File: src/design/sle_pkg.sv
// Shared codes and field widths for the sorted list engine.
// No dependencies; used by the top level and its checker.
`timescale 1ns / 1ps

package sle_pkg;

    localparam int VALUE_W = 32;
    localparam int POS_W   = 4;
    localparam int CNT_W   = 5;

    localparam logic [1:0] KIND_INSERT     = 2'd0;
    localparam logic [1:0] KIND_REMOVE_AT  = 2'd1;
    localparam logic [1:0] KIND_REMOVE_VAL = 2'd2;
    localparam logic [1:0] KIND_FIND       = 2'd3;

    localparam logic [1:0] ST_OK       = 2'd0;
    localparam logic [1:0] ST_RANGE    = 2'd1;
    localparam logic [1:0] ST_FULL     = 2'd2;
    localparam logic [1:0] ST_NOTFOUND = 2'd3;

    localparam logic [CNT_W-1:0] NO_INDEX = 5'h1F;

endpackage

File: src/design/sle_ram.sv
// Generic single-write, single-read RAM with registered read data.
// No dependencies.
`timescale 1ns / 1ps

module sle_ram #(
    parameter int WIDTH = 32,
    parameter int DEPTH = 16
) (
    input  logic                     clk,
    input  logic                     we,
    input  logic [$clog2(DEPTH)-1:0] waddr,
    input  logic [WIDTH-1:0]         wdata,
    input  logic [$clog2(DEPTH)-1:0] raddr,
    output logic [WIDTH-1:0]         rdata
);

    logic [WIDTH-1:0] mem [DEPTH];

    always_ff @(posedge clk)
    begin
        if (we)
        begin
            mem[waddr] <= wdata;
        end
        rdata <= mem[raddr];
    end

endmodule

File: src/design/sorted_list_engine_unit.sv
// Sorted list engine: ascending list of signed words held in one RAM.
// Depends on sle_pkg and sle_ram.
// Result strobe: in the cycle after start for refused or trivial operations,
// otherwise once the RAM walk ends; one RAM step a cycle.
// Throughput: one operation at a time; busy is high while the RAM walk runs.
// Reset clears the count and the control and result registers; entries stay undefined until written.
`timescale 1ns / 1ps

module sorted_list_engine_unit #(
    parameter int CAPACITY = 16
) (
    input  logic                                 clk,
    input  logic                                 rst_n,
    input  logic                                 start,
    output logic                                 busy,
    input  logic [1:0]                           kind,
    input  logic signed [sle_pkg::VALUE_W-1:0]   value,
    input  logic [sle_pkg::POS_W-1:0]            position,
    output logic                                 done,
    output logic [1:0]                           status,
    output logic signed [sle_pkg::CNT_W-1:0]     found_index,
    output logic [sle_pkg::CNT_W-1:0]            removed_count,
    output logic [sle_pkg::CNT_W-1:0]            count_now
);

    localparam int AW = $clog2(CAPACITY);
    localparam int CW = $clog2(CAPACITY + 1);
    localparam int XW = ((CW > sle_pkg::POS_W) ? CW : sle_pkg::POS_W) + 1;

    typedef enum logic {
        S_IDLE,
        S_RUN
    } state_t;

    state_t                       state_reg, state_next;
    logic [1:0]                   kind_reg;
    logic [sle_pkg::VALUE_W-1:0]  value_reg;
    logic [CW-1:0]                count_reg, count_next;
    logic [CW-1:0]                ptr_reg, ptr_next;
    logic [CW-1:0]                wr_reg, wr_next;
    logic [CW-1:0]                rem_reg, rem_next;
    logic                         done_reg, done_next;
    logic [1:0]                   status_reg, status_next;
    logic [sle_pkg::CNT_W-1:0]    found_reg, found_next;
    logic [sle_pkg::CNT_W-1:0]    removed_reg, removed_next;

    logic                         mem_we;
    logic [AW-1:0]                mem_waddr;
    logic [sle_pkg::VALUE_W-1:0]  mem_wdata;
    logic [AW-1:0]                mem_raddr;
    logic [sle_pkg::VALUE_W-1:0]  mem_rdata;

    logic [XW-1:0]                pos_x, cnt_x, ptr_x, wr_x;
    logic [31:0]                  cnt_wide, ptr_wide, rem_wide;

    assign pos_x = XW'(position);
    assign cnt_x = XW'(count_reg);
    assign ptr_x = XW'(ptr_reg);
    assign wr_x  = XW'(wr_reg);

    assign cnt_wide = 32'(count_reg);
    assign ptr_wide = 32'(ptr_reg);

    sle_ram #(
        .WIDTH(sle_pkg::VALUE_W),
        .DEPTH(CAPACITY)
    ) u_entries (
        .clk  (clk),
        .we   (mem_we),
        .waddr(mem_waddr),
        .wdata(mem_wdata),
        .raddr(mem_raddr),
        .rdata(mem_rdata)
    );

    // Writes always land at or behind the entries already read, so no forwarding is needed.
    always_comb
    begin
        state_next   = state_reg;
        count_next   = count_reg;
        ptr_next     = ptr_reg;
        wr_next      = wr_reg;
        rem_next     = rem_reg;
        done_next    = 1'b0;
        status_next  = status_reg;
        found_next   = found_reg;
        removed_next = removed_reg;
        rem_wide     = 32'd0;
        mem_we       = 1'b0;
        mem_waddr    = '0;
        mem_wdata    = value_reg;
        mem_raddr    = '0;

        unique case (state_reg)
            S_IDLE:
            begin
                if (start)
                begin
                    status_next  = sle_pkg::ST_OK;
                    found_next   = sle_pkg::NO_INDEX;
                    removed_next = '0;
                    unique case (kind)
                        sle_pkg::KIND_INSERT:
                        begin
                            if (cnt_x == XW'(CAPACITY))
                            begin
                                status_next = sle_pkg::ST_FULL;
                                done_next   = 1'b1;
                            end
                            else if (count_reg == '0)
                            begin
                                mem_we     = 1'b1;
                                mem_waddr  = '0;
                                mem_wdata  = value;
                                count_next = CW'(1);
                                done_next  = 1'b1;
                            end
                            else
                            begin
                                mem_raddr  = AW'(cnt_x - XW'(1));
                                ptr_next   = count_reg;
                                state_next = S_RUN;
                            end
                        end
                        sle_pkg::KIND_REMOVE_AT:
                        begin
                            if (pos_x >= cnt_x)
                            begin
                                status_next = sle_pkg::ST_RANGE;
                                done_next   = 1'b1;
                            end
                            else if (pos_x + XW'(1) >= cnt_x)
                            begin
                                count_next   = count_reg - CW'(1);
                                removed_next = sle_pkg::CNT_W'(1);
                                done_next    = 1'b1;
                            end
                            else
                            begin
                                mem_raddr  = AW'(pos_x + XW'(1));
                                ptr_next   = CW'(pos_x);
                                state_next = S_RUN;
                            end
                        end
                        sle_pkg::KIND_REMOVE_VAL:
                        begin
                            if (count_reg == '0)
                            begin
                                status_next = sle_pkg::ST_NOTFOUND;
                                done_next   = 1'b1;
                            end
                            else
                            begin
                                mem_raddr  = '0;
                                ptr_next   = '0;
                                wr_next    = '0;
                                rem_next   = '0;
                                state_next = S_RUN;
                            end
                        end
                        sle_pkg::KIND_FIND:
                        begin
                            if (pos_x >= cnt_x)
                            begin
                                status_next = sle_pkg::ST_NOTFOUND;
                                done_next   = 1'b1;
                            end
                            else
                            begin
                                mem_raddr  = AW'(pos_x);
                                ptr_next   = CW'(pos_x);
                                state_next = S_RUN;
                            end
                        end
                    endcase
                end
            end

            S_RUN:
            begin
                unique case (kind_reg)
                    sle_pkg::KIND_INSERT:
                    begin
                        // Walk down from the top, moving larger entries up one slot.
                        if (ptr_reg == '0)
                        begin
                            mem_we     = 1'b1;
                            mem_waddr  = '0;
                            count_next = count_reg + CW'(1);
                            done_next  = 1'b1;
                            state_next = S_IDLE;
                        end
                        else if ($signed(mem_rdata) > $signed(value_reg))
                        begin
                            mem_we    = 1'b1;
                            mem_waddr = AW'(ptr_x);
                            mem_wdata = mem_rdata;
                            mem_raddr = AW'(ptr_x - XW'(2));
                            ptr_next  = ptr_reg - CW'(1);
                        end
                        else
                        begin
                            mem_we     = 1'b1;
                            mem_waddr  = AW'(ptr_x);
                            count_next = count_reg + CW'(1);
                            done_next  = 1'b1;
                            state_next = S_IDLE;
                        end
                    end
                    sle_pkg::KIND_REMOVE_AT:
                    begin
                        mem_we    = 1'b1;
                        mem_waddr = AW'(ptr_x);
                        mem_wdata = mem_rdata;
                        mem_raddr = AW'(ptr_x + XW'(2));
                        ptr_next  = ptr_reg + CW'(1);
                        if (ptr_x + XW'(2) >= cnt_x)
                        begin
                            count_next   = count_reg - CW'(1);
                            removed_next = sle_pkg::CNT_W'(1);
                            done_next    = 1'b1;
                            state_next   = S_IDLE;
                        end
                    end
                    sle_pkg::KIND_REMOVE_VAL:
                    begin
                        // Compact in place: keep unequal entries, count the dropped ones.
                        if (mem_rdata == value_reg)
                        begin
                            rem_next = rem_reg + CW'(1);
                        end
                        else
                        begin
                            mem_we    = 1'b1;
                            mem_waddr = AW'(wr_x);
                            mem_wdata = mem_rdata;
                            wr_next   = wr_reg + CW'(1);
                        end
                        mem_raddr = AW'(ptr_x + XW'(1));
                        ptr_next  = ptr_reg + CW'(1);
                        if (ptr_x + XW'(1) >= cnt_x)
                        begin
                            rem_wide     = 32'(rem_next);
                            count_next   = wr_next;
                            removed_next = rem_wide[sle_pkg::CNT_W-1:0];
                            if (rem_next == '0)
                            begin
                                status_next = sle_pkg::ST_NOTFOUND;
                            end
                            done_next  = 1'b1;
                            state_next = S_IDLE;
                        end
                    end
                    sle_pkg::KIND_FIND:
                    begin
                        mem_raddr = AW'(ptr_x + XW'(1));
                        ptr_next  = ptr_reg + CW'(1);
                        if (mem_rdata == value_reg)
                        begin
                            found_next = ptr_wide[sle_pkg::CNT_W-1:0];
                            done_next  = 1'b1;
                            state_next = S_IDLE;
                        end
                        else if (ptr_x + XW'(1) >= cnt_x)
                        begin
                            status_next = sle_pkg::ST_NOTFOUND;
                            done_next   = 1'b1;
                            state_next  = S_IDLE;
                        end
                    end
                endcase
            end
        endcase
    end

    always_ff @(posedge clk or negedge rst_n)
    begin
        if (!rst_n)
        begin
            state_reg   <= S_IDLE;
            count_reg   <= '0;
            done_reg    <= 1'b0;
            kind_reg    <= sle_pkg::KIND_INSERT;
            ptr_reg     <= '0;
            wr_reg      <= '0;
            rem_reg     <= '0;
            status_reg  <= sle_pkg::ST_OK;
            found_reg   <= sle_pkg::NO_INDEX;
            removed_reg <= '0;
        end
        else
        begin
            state_reg   <= state_next;
            count_reg   <= count_next;
            done_reg    <= done_next;
            ptr_reg     <= ptr_next;
            wr_reg      <= wr_next;
            rem_reg     <= rem_next;
            status_reg  <= status_next;
            found_reg   <= found_next;
            removed_reg <= removed_next;
            if (state_reg == S_IDLE && start)
            begin
                kind_reg <= kind;
            end
        end
    end

    // Operand register: no reset needed.
    always_ff @(posedge clk)
    begin
        if (state_reg == S_IDLE && start)
        begin
            value_reg <= value;
        end
    end

    assign busy          = (state_reg == S_RUN);
    assign done          = done_reg;
    assign status        = status_reg;
    assign found_index   = found_reg;
    assign removed_count = removed_reg;
    assign count_now     = cnt_wide[sle_pkg::CNT_W-1:0];

endmodule

File: config.mk
export PLATFORM = sky130hd
export DESIGN_NAME = sorted_list_engine_unit
export DESIGN_NICKNAME = d
export VERILOG_FILES = /design/src/design/sle_pkg.sv /design/src/design/sle_ram.sv /design/src/design/sorted_list_engine_unit.sv
export SDC_FILE = /design/constraint.sdc
export NUM_CORES = 1
export LEC_CHECK = 0
export ABC_AREA = 1
export BUFFER_PORTS_ARGS = -buffer_cell sky130_fd_sc_hd__clkbuf_2
export CORE_ASPECT_RATIO = 1.4
export CORE_UTILIZATION = 30
export DETAILED_ROUTE_END_ITERATION = 16
export PLACE_DENSITY = 0.5
export SLEW_MARGIN = 10
export SYNTH_ARGS = -nofsm -noshare
export SYNTH_HDL_FRONTEND = slang
export SYNTH_SLANG_ARGS = --single-unit
File: constraint.sdc
create_clock -name clk -period 7.1 [get_ports clk]
set_input_delay 0.355 -clock clk [delete_from_list [all_inputs] [get_ports clk]]
set_output_delay 0.355 -clock clk [all_outputs]
set_load 0.01 [all_outputs]
---- Word level (Yosys, flattened, before mapping) ----
Memory sizes are Yosys's and may differ from the RTL's. A register that Yosys moved wholly into a read port is not among the register bits.
Cells that the tools add are included.
operators by class
  multiplexer cells ....................... 118
  equal/unequal tests ..................... 34
  add/subtract/negate cells ............... 11
  bitwise operators ....................... 1
  reductions and logical operators ........ 15
  order comparisons ....................... 5
operator list
  operator               count
  $mux W32               7
  $mux W5                32
  $pmux W32 S3           1
  $pmux W5 S2            9
  $pmux W32 S2           1
  $ne A3 B3 Y1 const B   15
  $mux W4                10
  $eq A32 B32 Y1         1
  $gt A32 B32 Y1         1
  $mux W1                32
  $pmux W4 S3            2
  $add A5 B1 Y5 const B  4
  $pmux W5 S4            1
  $mux W2                8
  $pmux W1 S4            4
  $pmux W4 S2            2
  $pmux W4 S4            1
  $logic_not A5 Y1       3
  $pmux W5 S3            1
  $ge A6 B5 Y1           2
  $reduce_and A10 Y1     1
  $sub A5 B1 Y5 const B  2
  $ne A3 B1 Y1 const B   3
  $reduce_and A9 Y1      1
  25 further kinds       40
word-level totals
  output and inout bits ................... 19
  memory bits (writable) .................. 512
  logic and storage cells ................. 196
  flip-flop bits (word level) ............. 68
  memories kept ........................... 1
memory list
  memory         words  bits a word  rd ports  clocked after Yosys merged registers in  write ports  RTL line       text
  u_entries.mem  16     32           1         1                                        1            sle_ram.sv:17  logic [WIDTH-1:0] mem [DEPTH];

---- Longest topological paths before layout ----
  word-level depth ........................ 9
  depth in mapped cells ................... 22
  gate-level depth less buffers ........... 20

---- By module ----
A second synthesis with hierarchy kept.
unflattened totals
  cell total of the unflattened synthesis .. 3,135
  area, all modules ....................... 29,610.9 um2
by module, submodules not included
  module                   cells each  times used  area each (um2)  sequential area each (um2)
  sle_ram                  2,122       1           22,748.1         16,015.4
  sorted_list_engine_unit  1,013       1           6,862.8          1,868.0

---- Least setup slack after synthesis ----
Ideal clock, no wire load.
  path type ............................... register to register
  from .................................... reg value_reg[31] (netlist bit)
  to ...................................... mem u_entries.mem[12][0] (enable)
  clock period less this slack ............ 3,708 ps
  stages on the path, launching flop included .. 18
  slack ................................... 3,392 ps
  data required time ...................... 6,679 ps
  buffers on the path ..................... 0
  data arrival time ....................... 3,287 ps
  cells stage by stage .................... edfxtp_1 -> inv_1 -> ha_1 -> nand2_1 -> nor2_2 -> nand2_2 -> inv_2 -> nand2_1 -> nor2_2 -> nand2_1 -> ha_1 -> nand2_1 -> o211ai_1 -> nand2_1 -> inv_1 -> nor2_1 -> inv_1 -> nor2_1
between the ends
  cells in the longest elaborated chain, start to end .. 6
  elaborated cells between the ends (all ways) .. 9
  those cells by class .................... eq/ne: 1; mux: 8
RTL lines
  item                           RTL line                        text
  start: declaration             sorted_list_engine_unit.sv:37   logic [sle_pkg::VALUE_W-1:0] value_reg;
  start signal: assignment       sorted_list_engine_unit.sv:314  value_reg <= value;
  $eq A32 B32 Y1 *               sorted_list_engine_unit.sv:228  if (mem_rdata == value_reg)
  $mux W1                        sorted_list_engine_unit.sv:228
  $pmux W1 S2                    sorted_list_engine_unit.sv:181  unique case (kind_reg)
  $pmux W1 S2                    sorted_list_engine_unit.sv:94   unique case (state_reg)
  $mux W1                        sle_ram.sv:21                   if (we)
  $mux W1 (implied by the code)  sle_ram.sv:23                   mem[waddr] <= wdata;
  end: declaration               sle_ram.sv:17
Every way passes the cells marked *; elsewhere a longest branch is shown, timed or not.

---- Worst setup path after layout ----
  from .................................... reg state_reg, in the netlist busy
  to ...................................... reg u_entries.rdata[6], read port of u_entries.mem
between the ends
  cells in the longest elaborated chain, start to end .. 2
RTL lines
  item                      RTL line                        text
  start: declaration        sorted_list_engine_unit.sv:35   state_t state_reg, state_next;
  start signal: assignment  sorted_list_engine_unit.sv:293  state_reg <= state_next;
  $not A1 Y1                -
  $pmux W4 S2 *             sorted_list_engine_unit.sv:94
  end: declaration          sle_ram.sv:14                   output logic [WIDTH-1:0] rdata
Marks and branches as above.
A chain may end at the register's enable or synchronous reset.

==> metrics.log <==
[metrics] cell row count: roughly 140
[metrics] number of slew-limit violations in the final report: 0
[metrics] area growth from synthesis to final layout: 13.39%
[metrics] Synth top cells by count: sky130_fd_sc_hd__inv_1 (635), sky130_fd_sc_hd__edfxtp_1 (544), sky130_fd_sc_hd__nand3_1 (505)
[metrics] total wire length: approximately 90000 um
[metrics] Non-Filler Cell Area, Final: between 30000 and 40000 um^2
[metrics] Tot GR Track Use: between 10% and 20%
[metrics] endpoint class of the critical path: flop
[metrics] Initial DRT Pass Iterations: 5
[metrics] flip-flop count of the largest register after layout: 512
[metrics] clock sink total: roughly 600
[metrics] max-slew headroom at the worst pin: 2.540%
[metrics] share of layout cells above drive strength 1: a little over 8%
[metrics] Root Driver: sky130_fd_sc_hd__clkbuf_16
[metrics] routed wirelength normalized by instance count: 20.33 um
[metrics] count of distinct cell types in the synthesized netlist: a little under 50
[metrics] average via count per standard cell: between 4 and 5
[metrics] Min Clock Period, post-route: between 4 and 5 ns
[metrics] post-synth top area share: 54.28%
[metrics] slew of the pin with the lowest slew margin: 1.462 ns
[metrics] overflow left after global routing: 0
[metrics] leading cell types by total area after synthesis: sky130_fd_sc_hd__edfxtp_1 (54%), sky130_fd_sc_hd__nand3_1 (8.4%), sky130_fd_sc_hd__inv_1 (7.9%)
[metrics] die height: around 380 um
[metrics] TritonCTS clock tree: yes
[metrics] maximum count of clock buffers along a single path: 3
[metrics] Pwr per Cell Area: 464.2 nW/um^2
[metrics] most repeated cell in the gate-level netlist after synthesis: sky130_fd_sc_hd__inv_1
[metrics] number of buffers added by the clock tree synthesis step: 57
[metrics] Final setup violation count: 0
[metrics] post-synthesis cell type with the largest combined area: sky130_fd_sc_hd__edfxtp_1
[metrics] antenna viol nets, final: 0
[metrics] Critical Path Start Type: flop
[metrics] Total Die Area: 101600 um^2
[metrics] Iteration-0 DRC Markers: 1747
[metrics] number of top-level pins: 60
[metrics] placed wire-length estimate after detailed placement: approximately 50000 um
[metrics] reported max-cap violation count: 0
[metrics] ys flop type: sky130_fd_sc_hd__edfxtp_1
[metrics] WP data arrival: between 5 and 6 ns
[metrics] yosys warns: 0
[metrics] Skew-Pair Late Insertion Delay: 0.66 ns
[metrics] status: finished clean
[metrics] Hold Vio Cnt, Final: 0
[metrics] share of the clock period used by the worst path: 66.55%
[metrics] Layout Skew: 0.03881 ns
[metrics] post-CTS setup-driven buffer insertion count: 0
[metrics] DRC: 0
[metrics] Die X-Extent: between 200 and 300 um
[metrics] setup repair after global routing missed its margin: false
[metrics] Seq/Total Area, Yosys: between 50% and 60%
[metrics] vias in the first global route: 21542
[metrics] per-instance average area after synthesis: 9.633 um^2
[metrics] register clock-pin slew on the reported worst setup and hold paths: roughly 0.07 ns
[metrics] Worst Hold Class: in -> reg
[metrics] initial core utilization: 30.22%
[metrics] highest attainable clock frequency: approximately 210 MHz
[metrics] buffers added on ports: a little under 60
[metrics] EDFF count, synth: around 540
[metrics] summed instance area of the synthesized netlist: 30090 um^2
[metrics] count of nets after finishing: ~3200
[metrics] H-tree level count: 2
[metrics] share of synthesized flip-flops with an asynchronous set or reset: under 10%
[metrics] pin count of the biggest net entering global routing: about 200
[metrics] dpl cell area: 31820 um^2
[metrics] initial antenna violation count: 0
[metrics] Lkg Pwr: about 14 nW
[metrics] final total negative setup slack: 0 ns
[metrics] via count: between 20000 and 25000
[metrics] register bit total from synthesis: between 600 and 700
[metrics] data required time at the worst endpoint: 7.63 ns
[metrics] critical path fanouts, max: roughly 200
[metrics] Critical Setup Path Class: reg -> reg
[metrics] net count of the mapped netlist: between 3000 and 4000
[metrics] ANT cells: 0
[metrics] first-pass GRT wire length: 137400 um
[metrics] synthesized instance count: 3124
[metrics] Worst IR Drop VDD: 313.7 uV
[metrics] routability cong.: about 0.91
[metrics] core area: between 90000 and 100000 um^2
worst max-delay path: stages, from the launching register on:
cell and delay [ns]:
sky130_fd_sc_hd__dfrtp_2 0.42, sky130_fd_sc_hd__buf_4 0.37, sky130_fd_sc_hd__inv_1 0.62, sky130_fd_sc_hd__buf_4 0.45, sky130_fd_sc_hd__nor2_1 0.13, sky130_fd_sc_hd__nand4_4 0.14
sky130_fd_sc_hd__buf_4 0.59, sky130_fd_sc_hd__buf_12 0.50, sky130_fd_sc_hd__nand4_1 0.20, sky130_fd_sc_hd__nand3_1 0.17, sky130_fd_sc_hd__nand3_1 0.10, sky130_fd_sc_hd__nand3_1 0.14
sky130_fd_sc_hd__nand2_1 0.07
path summary, 6_finish.rpt:
kind | endpoint | cells after the start | from | slack, ns
max | u_entries.rdata[6] | 12 | busy | 2.37
min | kind_reg[1] | 3 | kind[1] | 0.05
max reg2reg | u_entries.rdata[6] | 12 | busy | 2.37
min reg2reg | status[1] | 2 | status[1] | 0.50
max in group asynchronous | busy | 2 | rst_n | 6.02
min in group asynchronous | ptr_reg[0] | 2 | rst_n | 0.41
final cells by class:
class | instances | area (um^2)
Fill cell | 10041 | 65470
Timing Repair Buffer | 146 | 1119
Multi-Input combinational cell | 1670 | 9067
Clock buffer | 75 | 1544
Tap cell | 1320 | 1652
Sequential cell | 612 | 17880
Clock inverter | 33 | 419.2
Inverter | 649 | 2439
report_power, final:
part           internal, mW  switching [mW]
clock                  1.87            1.41
sequential             5.15           0.292
combinational          2.03            5.10
repair_timing:
item                      4_1_cts  5_1_grt
gates resized for setup         0        0
hold endpoints to repair       63        0
hold buffers                   33        0
per-stage QoR:
stage          power (mW)  worst slack [ns]  util [%]  hold slack, ns  std cells
2_1_floorplan       10.18             3.392         -         0.05941       3124
3_3_place_gp        12.62             2.562     31.95          0.4803       4363
3_5_place_dp        12.66             2.576     31.95          0.4914       4363
4_1_cts             15.96             2.589     34.26         0.01444       4504
5_1_grt             16.84             2.255     34.26         0.07225       4505
6_report            15.84             2.375     34.26         0.05062       4505
per-layer routing:
metal	vias up	wire (um)	GRT usage [%]
li1	10652	-	-
met1	10872	37870	21.75
met2	638	46620	31.54
met3	178	3723	1.782
met4	0	3368	7.279
met5	-	0	0
cell usage in the layout, fill, tap and decap left out, types with 9 or more instances in the layout:
master                            n
sky130_fd_sc_hd__o21ai_0         77
sky130_fd_sc_hd__clkbuf_2        59
sky130_fd_sc_hd__a22oi_1         19
sky130_fd_sc_hd__clkinv_2        10
sky130_fd_sc_hd__clkbuf_1        13
sky130_fd_sc_hd__inv_1          634
sky130_fd_sc_hd__o211ai_1        20
sky130_fd_sc_hd__dlygate4sd3_1   33
sky130_fd_sc_hd__buf_4           47
sky130_fd_sc_hd__a31oi_1         18
sky130_fd_sc_hd__xor2_1          13
sky130_fd_sc_hd__ha_1            69
sky130_fd_sc_hd__edfxtp_1       544
sky130_fd_sc_hd__dfxtp_1         32
sky130_fd_sc_hd__dfrtp_1         30
sky130_fd_sc_hd__nand4_1        267
sky130_fd_sc_hd__nand3_1        504
sky130_fd_sc_hd__inv_2           12
sky130_fd_sc_hd__clkbuf_16       57
sky130_fd_sc_hd__nand2_1        446
sky130_fd_sc_hd__bufinv_16        9
sky130_fd_sc_hd__a21oi_1         78
sky130_fd_sc_hd__nor2_1          74
sky130_fd_sc_hd__nor2_4          18
sky130_fd_sc_hd__o22ai_1         12
kinds of logic after synthesis:
kind of cell | Yosys count | share of synthesized area (%)
flip-flops | 612 | 59.43
buffers and inverters | 842 | 11.07
adder cells (fa/ha/maj) | 70 | 2.935
AND/OR/NAND/NOR | 1338 | 21.34
AO/OA/AOI/OAI | 245 | 4.736
XOR/XNOR | 17 | 0.4948
No activity file was read; power rests on OpenSTA's default activity.
